### src/rtl/bfa_pkg.sv
`default_nettype none

package bfa_pkg;

    localparam int MAX_REGIONS = 16;
    localparam int DW          = 32;
    localparam int AW          = (MAX_REGIONS > 1) ? $clog2(MAX_REGIONS) : 1;
    localparam int CW          = $clog2(MAX_REGIONS + 1);

    localparam logic MODE_ADD   = 1'b0;
    localparam logic MODE_ALLOC = 1'b1;

    typedef logic [DW-1:0] word_t;
    typedef logic [AW-1:0] idx_t;
    typedef logic [CW-1:0] cnt_t;

    typedef enum logic [1:0] {
        ST_OK    = 2'd0,
        ST_NOFIT = 2'd1,
        ST_FULL  = 2'd2
    } status_t;

    typedef struct packed {
        word_t size;
        word_t start;
    } region_t;

    localparam int RW = $bits(region_t);

    typedef struct packed {
        logic  mode;
        word_t region_start;
        word_t amount;
    } req_t;

    typedef struct packed {
        status_t status;
        word_t   granted_start;
        word_t   leftover_start;
        word_t   leftover_size;
    } rsp_t;

endpackage

`default_nettype wire

### src/rtl/bfa_req_if.sv
`default_nettype none

interface bfa_req_if;
    import bfa_pkg::*;

    logic valid;
    logic ready;
    req_t data;

    modport source (output valid, output data, input ready);
    modport sink (input valid, input data, output ready);
endinterface

`default_nettype wire

### src/rtl/bfa_rsp_if.sv
`default_nettype none

interface bfa_rsp_if;
    import bfa_pkg::*;

    logic valid;
    logic ready;
    rsp_t data;

    modport source (output valid, output data, input ready);
    modport sink (input valid, input data, output ready);
endinterface

`default_nettype wire

### src/rtl/bfa_ram.sv
`default_nettype none

module bfa_ram #(
    parameter int WIDTH = 64,
    parameter int DEPTH = 16
) (
    input  wire logic                                        clk,
    input  wire logic                                        we,
    input  wire logic [((DEPTH > 1) ? $clog2(DEPTH) : 1)-1:0] waddr,
    input  wire logic [WIDTH-1:0]                            wdata,
    input  wire logic [((DEPTH > 1) ? $clog2(DEPTH) : 1)-1:0] raddr,
    output logic      [WIDTH-1:0]                            rdata
);

    logic [WIDTH-1:0] mem [DEPTH];

    always_ff @(posedge clk)
    begin
        if (we)
        begin
            mem[waddr] <= wdata;
        end
        rdata <= mem[raddr];
    end

endmodule

`default_nettype wire

### src/rtl/bfa_cmp_sub.sv
`default_nettype none

module bfa_cmp_sub (
    input  wire bfa_pkg::word_t a,
    input  wire bfa_pkg::word_t b,
    output bfa_pkg::word_t      diff,
    output logic                borrow
);
    import bfa_pkg::*;

    logic [DW:0] wide;

    assign wide   = {1'b0, a} - {1'b0, b};
    assign diff   = wide[DW-1:0];
    assign borrow = wide[DW];

endmodule

`default_nettype wire

### src/rtl/best_fit_allocator.sv
// Add: sifts the entries above the insert slot up by one; a full table goes straight to the result.
// Allocate: scans up from index 0 to the fit at index p (the whole table with no fit), then
// closes the gap (exact fit) or sifts the remainder down to slot q.
// Not ready during the op; ready again with the result.
// One item at a time; the table RAM read port and one compare-subtract set it.
// Reset (async, active low) empties the table; table contents need no clearing.
`default_nettype none

module best_fit_allocator (
    input  wire logic clk,
    input  wire logic rst_n,
    bfa_req_if.sink   req,
    bfa_rsp_if.source rsp
);
    import bfa_pkg::*;

    typedef enum logic [2:0] {
        S_IDLE,
        S_SCAN,
        S_REMOVE,
        S_SIFT_START,
        S_SIFT,
        S_FIN
    } state_t;

    state_t  state_reg, state_next;
    logic    mode_reg, mode_next;
    word_t   amount_reg, amount_next;
    word_t   key_size_reg, key_size_next;
    word_t   key_start_reg, key_start_next;
    cnt_t    e_reg, e_next;
    cnt_t    hi_reg, hi_next;
    cnt_t    count_reg, count_next;
    status_t status_reg, status_next;
    word_t   granted_reg, granted_next;
    word_t   lstart_reg, lstart_next;
    word_t   lsize_reg, lsize_next;
    logic    rsp_valid_reg, rsp_valid_next;
    rsp_t    rsp_data_reg, rsp_data_next;

    logic    ram_we;
    idx_t    ram_waddr;
    region_t ram_wdata;
    idx_t    ram_raddr;
    logic [RW-1:0] ram_rdata;
    region_t rd;

    word_t   alu_a, alu_b, alu_diff;
    logic    alu_borrow;

    cnt_t    e_inc, e_dec, hi_dec, hi_dec2, count_dec;
    word_t   rem_start;
    logic    fin_go;

    bfa_ram #(
        .WIDTH (RW),
        .DEPTH (MAX_REGIONS)
    ) u_table (
        .clk   (clk),
        .we    (ram_we),
        .waddr (ram_waddr),
        .wdata (ram_wdata),
        .raddr (ram_raddr),
        .rdata (ram_rdata)
    );

    bfa_cmp_sub u_cmp (
        .a      (alu_a),
        .b      (alu_b),
        .diff   (alu_diff),
        .borrow (alu_borrow)
    );

    assign rd        = region_t'(ram_rdata);
    assign e_inc     = e_reg + cnt_t'(1);
    assign e_dec     = e_reg - cnt_t'(1);
    assign hi_dec    = hi_reg - cnt_t'(1);
    assign hi_dec2   = hi_reg - cnt_t'(2);
    assign count_dec = count_reg - cnt_t'(1);
    assign rem_start = rd.start + amount_reg;
    assign fin_go    = (state_reg == S_FIN) && (!rsp_valid_reg || rsp.ready);

    assign req.ready = (state_reg == S_IDLE);
    assign rsp.valid = rsp_valid_reg;
    assign rsp.data  = rsp_data_reg;

    always_comb
    begin
        alu_a = key_size_reg;
        alu_b = rd.size;
        if (state_reg == S_SCAN)
        begin
            alu_a = rd.size;
            alu_b = amount_reg;
        end
    end

    always_comb
    begin
        state_next     = state_reg;
        mode_next      = mode_reg;
        amount_next    = amount_reg;
        key_size_next  = key_size_reg;
        key_start_next = key_start_reg;
        e_next         = e_reg;
        hi_next        = hi_reg;
        count_next     = count_reg;
        status_next    = status_reg;
        granted_next   = granted_reg;
        lstart_next    = lstart_reg;
        lsize_next     = lsize_reg;
        rsp_valid_next = rsp_valid_reg && !rsp.ready;
        rsp_data_next  = rsp_data_reg;
        ram_we         = 1'b0;
        ram_waddr      = '0;
        ram_wdata      = rd;
        ram_raddr      = '0;

        unique case (state_reg)
            S_IDLE:
            begin
                ram_raddr = (req.data.mode == MODE_ADD) ? count_dec[AW-1:0] : '0;
                if (req.valid)
                begin
                    mode_next      = req.data.mode;
                    amount_next    = req.data.amount;
                    key_size_next  = req.data.amount;
                    key_start_next = req.data.region_start;
                    status_next    = ST_OK;
                    granted_next   = '0;
                    lstart_next    = '0;
                    lsize_next     = '0;
                    e_next         = '0;
                    hi_next        = count_reg;
                    if (req.data.mode == MODE_ADD)
                    begin
                        if (count_reg == cnt_t'(MAX_REGIONS))
                        begin
                            status_next = ST_FULL;
                            state_next  = S_FIN;
                        end
                        else
                        begin
                            state_next = S_SIFT;
                        end
                    end
                    else if (count_reg == '0)
                    begin
                        status_next = ST_NOFIT;
                        state_next  = S_FIN;
                    end
                    else
                    begin
                        state_next = S_SCAN;
                    end
                end
            end

            S_SCAN:
            begin
                ram_raddr = e_inc[AW-1:0];
                if (!alu_borrow)
                begin
                    granted_next   = rd.start;
                    lstart_next    = rem_start;
                    lsize_next     = alu_diff;
                    key_size_next  = alu_diff;
                    key_start_next = rem_start;
                    if (alu_diff == '0 || amount_reg == '0)
                    begin
                        e_next     = e_inc;
                        state_next = S_REMOVE;
                    end
                    else
                    begin
                        hi_next    = e_reg;
                        state_next = S_SIFT_START;
                    end
                end
                else if (e_inc == count_reg)
                begin
                    status_next = ST_NOFIT;
                    state_next  = S_FIN;
                end
                else
                begin
                    e_next = e_inc;
                end
            end

            // close the gap left by an exact fit; lift a zero request past equal sizes
            S_REMOVE:
            begin
                ram_raddr = e_inc[AW-1:0];
                if (e_reg == count_reg || (lsize_reg != '0 && alu_borrow))
                begin
                    if (lsize_reg == '0)
                    begin
                        count_next = count_dec;
                    end
                    else
                    begin
                        ram_we    = 1'b1;
                        ram_waddr = e_dec[AW-1:0];
                        ram_wdata = '{size: key_size_reg, start: key_start_reg};
                    end
                    state_next = S_FIN;
                end
                else
                begin
                    ram_we    = 1'b1;
                    ram_waddr = e_dec[AW-1:0];
                    e_next    = e_inc;
                end
            end

            S_SIFT_START:
            begin
                ram_raddr  = hi_dec[AW-1:0];
                state_next = S_SIFT;
            end

            // move larger entries up until the key finds its slot
            S_SIFT:
            begin
                ram_raddr = hi_dec2[AW-1:0];
                ram_we    = 1'b1;
                ram_waddr = hi_reg[AW-1:0];
                if ((hi_reg == '0) || !alu_borrow)
                begin
                    ram_wdata = '{size: key_size_reg, start: key_start_reg};
                    if (mode_reg == MODE_ADD)
                    begin
                        count_next = count_reg + cnt_t'(1);
                    end
                    state_next = S_FIN;
                end
                else
                begin
                    hi_next = hi_dec;
                end
            end

            S_FIN:
            begin
                if (fin_go)
                begin
                    rsp_valid_next = 1'b1;
                    rsp_data_next  = '{status:         status_reg,
                                       granted_start:  granted_reg,
                                       leftover_start: lstart_reg,
                                       leftover_size:  lsize_reg};
                    state_next     = S_IDLE;
                end
            end

            default:
            begin
                state_next = S_IDLE;
            end
        endcase
    end

    always_ff @(posedge clk or negedge rst_n)
    begin
        if (!rst_n)
        begin
            state_reg     <= S_IDLE;
            mode_reg      <= MODE_ADD;
            amount_reg    <= '0;
            key_size_reg  <= '0;
            key_start_reg <= '0;
            e_reg         <= '0;
            hi_reg        <= '0;
            count_reg     <= '0;
            status_reg    <= ST_OK;
            granted_reg   <= '0;
            lstart_reg    <= '0;
            lsize_reg     <= '0;
            rsp_valid_reg <= 1'b0;
            rsp_data_reg  <= '0;
        end
        else
        begin
            state_reg     <= state_next;
            mode_reg      <= mode_next;
            amount_reg    <= amount_next;
            key_size_reg  <= key_size_next;
            key_start_reg <= key_start_next;
            e_reg         <= e_next;
            hi_reg        <= hi_next;
            count_reg     <= count_next;
            status_reg    <= status_next;
            granted_reg   <= granted_next;
            lstart_reg    <= lstart_next;
            lsize_reg     <= lsize_next;
            rsp_valid_reg <= rsp_valid_next;
            rsp_data_reg  <= rsp_data_next;
        end
    end

    a_count_bound: assert property (@(posedge clk) disable iff (!rst_n)
        count_reg <= cnt_t'(MAX_REGIONS))
        else $error("region count above table depth");

    a_write_states: assert property (@(posedge clk) disable iff (!rst_n)
        ram_we |-> (state_reg == S_REMOVE || state_reg == S_SIFT))
        else $error("table write outside shift states");

    a_fail_zero: assert property (@(posedge clk) disable iff (!rst_n)
        (rsp_valid_reg && rsp_data_reg.status != ST_OK) |->
            (rsp_data_reg.granted_start == '0 && rsp_data_reg.leftover_start == '0
             && rsp_data_reg.leftover_size == '0))
        else $error("failed beat carries nonzero fields");

    a_add_count: assert property (@(posedge clk) disable iff (!rst_n)
        (state_reg == S_SIFT && state_next == S_FIN && mode_reg == MODE_ADD) |=>
            (count_reg == $past(count_reg) + cnt_t'(1)))
        else $error("successful add did not grow the table");

endmodule

`default_nettype wire
### src/flat_wrapper.sv
// flat-port wrapper written by rule: the top's interface ports become plain ports
module best_fit_allocator_flat import bfa_pkg::*;
  (clk, rst_n, req_valid, req_data, req_ready, rsp_valid, rsp_data, rsp_ready);
  bfa_req_if req_i ();
  bfa_rsp_if rsp_i ();
  input  wire logic clk;
  input  wire logic rst_n;
  input wire logic [$bits(req_i.valid)-1:0] req_valid;
  input wire logic [$bits(req_i.data)-1:0] req_data;
  output wire logic [$bits(req_i.ready)-1:0] req_ready;
  output wire logic [$bits(rsp_i.valid)-1:0] rsp_valid;
  output wire logic [$bits(rsp_i.data)-1:0] rsp_data;
  input wire logic [$bits(rsp_i.ready)-1:0] rsp_ready;
  assign req_i.valid = req_valid;
  assign req_i.data = req_data;
  assign req_ready = req_i.ready;
  assign rsp_valid = rsp_i.valid;
  assign rsp_data = rsp_i.data;
  assign rsp_i.ready = rsp_ready;
  best_fit_allocator u_core (.clk(clk), .rst_n(rst_n), .req(req_i), .rsp(rsp_i));
endmodule
### config.mk
export PLATFORM = sky130hd
export DESIGN_NAME = best_fit_allocator_flat
export DESIGN_NICKNAME = d
export VERILOG_FILES = /design/src/rtl/bfa_pkg.sv /design/src/rtl/bfa_req_if.sv /design/src/rtl/bfa_rsp_if.sv /design/src/rtl/bfa_ram.sv /design/src/rtl/bfa_cmp_sub.sv /design/src/rtl/best_fit_allocator.sv /design/src/flat_wrapper.sv
export SDC_FILE = /design/constraint.sdc
export NUM_CORES = 2
export LEC_CHECK = 0
export BUFFER_PORTS_ARGS = -buffer_cell sky130_fd_sc_hd__buf_4
export CAP_MARGIN = 20
export CELL_PAD_IN_SITES_DETAIL_PLACEMENT = 2
export CELL_PAD_IN_SITES_GLOBAL_PLACEMENT = 2
export CORE_MARGIN = 2
export CORE_UTILIZATION = 49
export DETAILED_ROUTE_END_ITERATION = 8
export PLACE_DENSITY_LB_ADDON = 0.1
export SLEW_MARGIN = 20
export SYNTH_ARGS = -nofsm -noshare
export SYNTH_HDL_FRONTEND = slang
export SYNTH_HIERARCHICAL = 1
export SYNTH_SLANG_ARGS = --single-unit
### constraint.sdc
create_clock -name clk -period 17.2 [get_ports clk]
set_input_delay 0.86 -clock clk [delete_from_list [all_inputs] [get_ports clk]]
set_output_delay 0.86 -clock clk [all_outputs]
set_load 0.01 [all_outputs]
==> results.py <==
metrics = {
    "logic_synthesis": {
        "synth.avg_cell_area_um2": 15.7,
        "synth_ff_type": "edfxtp_1",
        "syn_inst": 3713,
        "ys_warn_count": 6,
        "ys_ff_latch": 1400,
        "synth_area_um2": 58200,
        "synth_edf_count": 1024,
        "ys_seq_area_share_pct": 68.5,
        "ys_types": 93,
        "syn_nets": 3856,
        "synthArstFlopShare_pct": 22.3,
    },
    "timing": {
        "worst_hold_slack_ns": 0.133,
        "setup_tns_ns": 0,
        "drv_slew": 0,
        "rsz0062_at_grt": "false",
        "tightest_slew_ns": 1.26,
        "setup_viol": 0,
        "skew_ns": 0.0545,
        "max_freq_ghz": 0.127,
        "finalCriticalPeriod_ns": 7.89,
        "relSlewSlack_pct": 16.3,
        "postLayoutSetupSlackWorst_ns": 9.31,
        "hold_viol": 0,
        "fin_crit_sh_pct": 45.9,
    },
    "floorplan": {
        "die_x_um": 349,
        "coreArea_um2": 118000,
        "initial_utilization_pct": 49.3,
        "io_pins": 169,
        "die_h_um": 349,
        "num_rows": 126,
        "die_area_um2": 122000,
    },
    "clock_network": {
        "post_cts_buffers": 0,
        "clk_pin_slew_ns": 0.07,
        "clk_latency_ns": 0.82,
        "cts_sinks": 1400,
        "ctsHoldBuffers": 0,
        "cts-buffers-inserted": 149,
        "cts.repair.resized": 0,
        "clock_path_buffers": 3,
        "cts_root_buffer": "clkbuf_16",
        "cts_tree": "done",
        "h-tree-depth": 4,
    },
    "routing": {
        "drc": 0,
        "final_antenna_net_count": 0,
        "post_drt_wl_per_cell_um": 38.7,
        "avgViaCountPerCell": 6.69,
        "vias": 37100,
        "wl_um": 215000,
        "drt-initial-drc-count": 4524,
        "firstDrtPassIters": 5,
    },
    "placed_design": {
        "portBuffers": 168,
        "place_ws_ns": 9.51,
        "place_area_um2": 61000,
        "globalplace.congestion": 0.904,
        "place_hpwl_um": 129000,
    },
    "global_route": {
        "antenna_found_initial": 24,
        "grt_usage_pct": 35.8,
        "grt_pass1_vias": 39300,
        "grt_pass1_wl_um": 306000,
        "grt_overflow": 0,
        "grt_start_max_net_pins": 111,
    },
    "worst_setup_path": {
        "end_kind": "flip-flop",
        "critPathLaunchType": "flip-flop",
        "criticalPathCategory": "reg -> reg",
        "reg2reg_depth": 17,
        "r2r-start": "u_core/state_reg[2]",
        "cp.arrival_ns": 8.33,
        "cp_max_fo": 69,
        "reg2reg_slack_ns": 9.31,
        "timing.rr.end": "u_core/u_table/mem[10][32]",
        "required_ns": 17.63,
    },
    "layout": {
        "final_area_um2": 66200,
        "drive_above_1_share_pct": 23.3,
        "area_growth_pct": 13.7,
        "largest_reg_flops": 1024,
        "largest_register": "u_core/u_table/mem",
        "finalNetCount": 4032,
    },
    "min_path": {
        "hold_class": "in -> async",
    },
    "flow_run": {
        "max-cap-violations": 0,
    },
    "outcome": {
        "status": "completed",
    },
}
## worst max-delay path by stage
stage | from | to | slack, ns
floorplan | u_core/count_reg[1] | u_core/u_table/mem[0][0] | 10.39
global placement | u_core/state_reg[2] | u_core/u_table/mem[4][19] | 9.96
detailed placement | u_core/state_reg[2] | u_core/u_table/mem[0][19] | 9.51
CTS | u_core/state_reg[2] | u_core/u_table/mem[8][42] | 9.45
global route | u_core/state_reg[1] | u_core/u_table/mem[10][32] | 8.97
finish | u_core/state_reg[2] | u_core/u_table/mem[10][32] | 9.31
## critical path, stage by stage (launching register included)
cell and delay, ns:
dfrtp_1 0.90, and2b_1 0.35, nand2_4 0.61, buf_4 0.75, nand2_1 0.15, nand2_1 0.11
inv_1 0.06, ha_1 0.38, a21oi_1 0.19, nand2_1 0.11, o21ai_0 0.35, a21oi_1 0.23
a311oi_1 0.47, o31a_1 0.58, o21ai_1 0.31, a211oi_4 0.45, nand2_8 0.52, mux2_1 0.82
## stage by stage
stage | cells | utilization, %
final | 5554 | 56.1
after global routing | 5551 | 56.1
after CTS | 5549 | 56.0
after detailed placement | 5272 | 51.8
after global placement | 5272 | 51.8
after floorplan | 3713 | -
## Yosys cell counts (4+ instances only)
cell,count,area share (%)
mux2i_1,10,0.17
buf_4,6,0.077
o21a_1,7,0.090
xor2_1,28,0.42
mux2_2,145,2.8
a22oi_1,137,1.8
mux2_4,16,0.41
buf_6,19,0.37
mux2_1,5,0.097
and3_1,20,0.22
nand3_1,25,0.22
edfxtp_1,1024,53
a31oi_1,44,0.47
o211ai_1,9,0.12
a21oi_1,102,0.88
nand2b_1,20,0.22
mux4_2,256,9.9
a221o_1,6,0.10
clkbuf_1,100,0.65
dfrtp_1,312,13
xnor2_1,42,0.63
o221ai_1,4,0.060
a21o_1,16,0.21
o22ai_1,13,0.14
and2_1,5,0.054
a211oi_1,7,0.090
nand4_1,25,0.27
nor4_1,28,0.30
nand3b_1,4,0.052
o31ai_1,7,0.090
buf_2,52,0.45
ha_1,72,1.5
o21ai_0,102,0.88
or3_1,6,0.065
nand2_1,593,3.8
a22o_1,45,0.68
buf_1,26,0.17
nor2_1,122,0.79
inv_1,66,0.43
o21bai_1,10,0.13
dfxtp_1,64,2.2
nor3_1,28,0.24
nor2b_1,10,0.11
## cell type report
type	instances	area, µm²
fill	10300	51700
inverter	66	248
clock buffer	212	4300
timing repair buffer	229	1770
multi-input combinational	2043	17300
sequential	1400	39800
antenna	3	7.51
tap	1536	1920
clock inverter	65	758
## placed cells by master (no fill, tap or decap), types with 28 or more instances in the layout
master / instances
inv_1: 66
nor2_1: 106
a22o_1: 45
mux4_2: 256
dfxtp_1: 64
buf_4: 225
a22oi_1: 137
dfrtp_1: 312
xnor2_1: 42
clkbuf_16: 154
mux2_2: 145
o21ai_0: 101
nand2_1: 591
xor2_1: 28
edfxtp_1: 1024
nor4_1: 28
ha_1: 72
a31oi_1: 44
a21oi_1: 102
clkbuf_1: 35
## kinds of logic (layout without fill, tap and decap cells)
family	count (synthesis)	after routing	share of synthesized area (%)
adder cells (fa/ha/maj)	75	75	1.63
XOR/XNOR	71	71	1.09
AND/OR/NAND/NOR	906	906	6.66
other	0	3	0
buffers and inverters	270	572	2.14
AO/OA/AOI/OAI	559	559	6.60
multiplexers	432	432	13.4
flip-flops	1400	1400	68.5
## per-layer routing
metal / GRT usage [%] / wire length [µm] / vias to the layer above
li1: - / - / 14600
met3: 7.49 / 19500 / 434
met1: 50.4 / 87700 / 19900
met5: 0 / 38 / -
met2: 55.5 / 99400 / 2129
met4: 13.1 / 8150 / 6
Power is left out: the tool's default activity adds up to more than one toggle a clock period on the data nets, which glitch-free logic cannot reach.
